File: config.mk
export PLATFORM = sky130hd
export DESIGN_NAME = rci_divider
export DESIGN_NICKNAME = d
export VERILOG_FILES = /design/src/rtl/core/rci_pkg.sv /design/src/rtl/core/rci_divider.sv
export SDC_FILE = /design/constraint.sdc
export NUM_CORES = 1
export LEC_CHECK = 0
export ABC_AREA = 0
export BUFFER_PORTS_ARGS = -buffer_cell sky130_fd_sc_hd__buf_4
export CAP_MARGIN = 20
export CORE_UTILIZATION = 44
export DETAILED_ROUTE_END_ITERATION = 10
export HOLD_SLACK_MARGIN = 0.12
export PLACE_DENSITY = 0.68
export RECOVER_POWER = 100
export SLEW_MARGIN = 5
export SYNTH_ARGS = -nofsm -noshare
export SYNTH_HDL_FRONTEND = slang
export SYNTH_SLANG_ARGS = --single-unit
File: constraint.sdc
create_clock -name clock -period 6.25 [get_ports clock]
set_input_delay 0.3125 -clock clock [delete_from_list [all_inputs] [get_ports clock]]
set_output_delay 0.3125 -clock clock [all_outputs]
set_load 0.01 [all_outputs]
File: src/rtl/core/rci_pkg.sv
// Shared types and constants for the row/column byte interleaver.
// No dependencies; compiled first.
`default_nettype none

package rci_pkg;

   // Width of the row count register
   localparam int unsigned RCW = 13;

   // Request operation codes
   localparam logic OP_PUSH = 1'b0;
   localparam logic OP_PULL = 1'b1;

   typedef enum logic [1:0] {
      STATUS_ACCEPTED  = 2'd0,
      STATUS_DROPPED   = 2'd1,
      STATUS_DELIVERED = 2'd2,
      STATUS_EMPTY     = 2'd3
   } status_type;

   typedef enum logic [1:0] {
      ST_IDLE = 2'd0,
      ST_RESP = 2'd1,
      ST_DIV  = 2'd2
   } state_type;

endpackage

`default_nettype wire

File: src/rtl/core/rci_divider.sv
// Restoring divider, one quotient bit per cycle, for row length and tail count.
// Depends on rci_pkg for the divisor width.
`default_nettype none

module rci_divider #(
   parameter int unsigned DW = 13
) (
   input  wire logic                    clock,
   input  wire logic                    reset,
   input  wire logic                    start,
   input  wire logic [DW-1:0]           dividend,
   input  wire logic [rci_pkg::RCW-1:0] divisor,
   output logic                         done,
   output logic [DW-1:0]                quotient,
   output logic [rci_pkg::RCW-1:0]      remainder
);

   localparam int unsigned RCW  = rci_pkg::RCW;
   localparam int unsigned CNTW = $clog2(DW + 1);

   logic            busy_ff, busy_in;
   logic            done_ff, done_in;
   logic [CNTW-1:0] cnt_ff, cnt_in;
   logic [DW-1:0]   quo_ff, quo_in;
   logic [RCW-1:0]  rem_ff, rem_in;
   logic [RCW:0]    trial;
   logic            ge;

   always_comb begin
      trial   = {rem_ff, quo_ff[DW-1]};
      ge      = trial >= {1'b0, divisor};
      busy_in = busy_ff;
      done_in = 1'b0;
      cnt_in  = cnt_ff;
      quo_in  = quo_ff;
      rem_in  = rem_ff;
      if (start) begin
         busy_in = 1'b1;
         cnt_in  = '0;
         quo_in  = dividend;
         rem_in  = '0;
      end else if (busy_ff) begin
         // shift in one dividend bit, subtract when it fits
         quo_in = {quo_ff[DW-2:0], ge};
         rem_in = ge ? RCW'(trial - {1'b0, divisor}) : RCW'(trial);
         cnt_in = cnt_ff + CNTW'(1);
         if (cnt_ff == CNTW'(DW - 1)) begin
            busy_in = 1'b0;
            done_in = 1'b1;
         end
      end
   end

   always_ff @(posedge clock) begin
      if (reset) begin
         busy_ff <= 1'b0;
         done_ff <= 1'b0;
         cnt_ff  <= '0;
      end else begin
         busy_ff <= busy_in;
         done_ff <= done_in;
         cnt_ff  <= cnt_in;
      end
   end

   always_ff @(posedge clock) begin
      quo_ff <= quo_in;
      rem_ff <= rem_in;
   end

   assign done      = done_ff;
   assign quotient  = quo_ff;
   assign remainder = rem_ff;

   a_done_after_busy: assert property (@(posedge clock) disable iff (reset)
      done_ff |-> !busy_ff && $past(busy_ff))
      else $error("divider done without a finished run");

   a_rem_below_divisor: assert property (@(posedge clock) disable iff (reset)
      (busy_ff && !start && divisor != '0) |=> ($past(start) || rem_ff < divisor))
      else $error("divider remainder not reduced");

   a_no_start_busy: assert property (@(posedge clock) disable iff (reset)
      start |=> busy_ff)
      else $error("divider failed to start");

endmodule

`default_nettype wire
==> key figures <==
Outcome
  • Status: complete, but fails checks
  • Failing checks: capacitance limit, slew limit

Clock tree
  • Cts repair resizes: 0
  • Buffer count from post-CTS setup fixing: 0
  • Htree depth: 2
  • Max clock buf depth: 2
  • Root Driver: clkbuf_8
  • CTS Hold Bufs: 0
  • CTS tree: built
  • Clock sinks: 32
  • Clock slew at reported path FFs: 0.07 ns
  • Worst skew pair latency: 0.28 ns
  • Total CTS buffers: 5

Synthesis
  • Post-synth cell types: 53
  • Most common cell in the netlist: inv_1
  • Mapped Avg Cell Area: 9.41 sq um
  • Area leader, netlist: edfxtp_1
  • Top cells by area, synth: edfxtp_1, dfxtp_1, ha_1
  • Yosys warns: 0
  • Top cell type's share of synthesized area: 0.180
  • Seq/Total Area, Yosys: 0.356
  • Synthesized flop and latch total: 32
  • Top FF cell, synth: dfxtp_1
  • EDFF count, synth: 13
  • Most instantiated cells after synthesis: inv_1, nor2_1, dfxtp_1, nand2_1, ha_1
  • Syn Nets: 275
  • Mapped Cells: 230
  • Ys async rst share: 0
  • Synthesized cell area: 2160 sq um

Critical path
  • FF-to-FF setup slack: 3.37 ns
  • CP arrival: 3.05 ns
  • Critical Path RT: 6.42 ns
  • Type of element capturing the critical path: flop
  • Slowest cell on crit path: or3b_1
  • Worst path cell trace: inv_1, ha_1, fa_1, nor2b_1, o21ai_0, a31oi_1, nor3_1, clkbuf_1, or3b_1, a311oi_1
  • WS Path Type: reg -> reg
  • Startpoint types: flop
  • Buffers and inverters on the worst path: 2
  • Crit path max-delay family: compound AO/OA/AOI/OAI gates
  • Slowest cell delay on critical path: 0.42 ns
  • Critical path peak fanout: 10

Global routing
  • Global route hottest layer: met2
  • Met1 usage: 0.231
  • Met3 usage: 0.0431
  • Vias in the first global route: 1,677
  • Initial antenna violation count: 0
  • Gr usage total: 0.186
  • First-pass GRT wire length: 7520 um
  • M2 GR Usage: 0.308
  • Pin count of the biggest net entering global routing: 34
  • Remaining Overflow, GRT: 0

Floorplanning
  • # rows: 25
  • Die Width: 72.1 um
  • Full die area: 5200 sq um
  • Core area: 4720 sq um
  • Die height: 72.1 um
  • Io pins: 56
  • Starting Density: 0.458

Power
  • PD cells: 226 nW/um^2
  • Max IR drop VDD: 79.8 uV
  • Leak: 1.06 nW
  • Total Power: 0.581 mW

Timing
  • Endpoints failing setup: 0
  • Final worst path period share: 0.461
  • Fmax: 347 MHz
  • Slew Limit Fails: 34
  • Worst-margin pin slew: 1.56 ns
  • Relative slew slack: -0.0398
  • RSZ-0062 raised after global routing: no
  • Setup tns final: 0 ns
  • Clock skew: 0.00670 ns
  • Final Hold Viols: 0
  • Tmin final: 2.88 ns

Placement
  • DP HPWL: 3590 um
  • Port bufs: 55
  • Gpl congestion: 0.853

Routing
  • Vias: 1,865
  • Drt first pass iters: 4
  • WL/cell: 13.4 um
  • Drt drc: 0
  • DR iter-0 viols: 60
  • Post-Route WL: 4720 um
  • Vias per std cell: 5.31
  • ANT nets after route: 0

Finish
  • Layout cell share with drive strength beyond 1: 0.190
  • N_diodes: 0
  • Syn-to-layout area delta: 18.5%
  • Fin nets: 328

Min path
  • HP Class: in -> reg

Flow run
  • MaxCap Viol Count: 1
[per-stage QoR]
stage	hold slack, ns	area, sq um	util	worst slack [ns]	cells
finish	0.243	2560	0.543	3.37	351
global route	0.238	2560	0.543	3.09	351
CTS	0.230	2690	0.569	3.50	350
detailed placement	0.493	2610	0.552	3.47	342
global placement	0.493	2610	0.552	3.57	342
floorplan	0.385	2160	-	3.92	230
[state kept, by name, summed over array words and instances (netlist names)]
| register | cells |
|---|---|
| busy_ff | 1 |
| remainder | 13 |
| quotient | 13 |
| done | 1 |
| cnt_ff | 4 |
[layout by cell type, fill, tap and decap left out, drive strengths merged, types with 9 or more instances in the layout]
cell type | Yosys | routed
mux2 | 13 | 13
dfxtp | 19 | 19
a311oi | 9 | 9
nor2 | 21 | 21
ha | 15 | 15
clkbuf | 6 | 36
inv | 22 | 22
nand3 | 10 | 10
nand2 | 19 | 19
buf | 4 | 27
edfxtp | 13 | 13
[layer usage]
layer | routed length (um) | share of wire
met2 | 2240 | 0.47
met1 | 2170 | 0.46
met5 | 0 | 0
met3 | 235 | 0.050
met4 | 72 | 0.015
[area by class of cell]
type                       instances  area (sq um)
fill                             490          2160
clock buffer                       7          76.3
sequential                        32           771
tap                               67          83.8
multi-input combinational        166          1230
timing repair buffer              56           312
inverter                          22          82.6
clock inverter                     1          5.00
[power by group]
part / internal, mW / total, mW / switching (mW)
logic: 0.0783 / 0.175 / 0.0969
registers: 0.238 / 0.257 / 0.0185
clock network: 0.0779 / 0.148 / 0.0706
total: 0.395 / 0.581 / 0.186
[final timing paths]
check                           depth (start not counted)     startpoint            end
worst max-delay path                                   10   quotient[12]  remainder[11]
worst min-delay path                                    2          reset        busy_ff
worst max register to register                         10   quotient[12]  remainder[11]
worst min register to register                          2  remainder[12]  remainder[12]
[logic make-up after synthesis]
family,after synthesis,share of synthesized area
simple gates,78,0.177
xor+xnor,9,0.0364
mux,16,0.0815
buf+inv,32,0.0636
compound gates,47,0.190
flops,32,0.356
fa+ha+maj,16,0.0960
No activity file was read; power rests on OpenSTA's default activity.
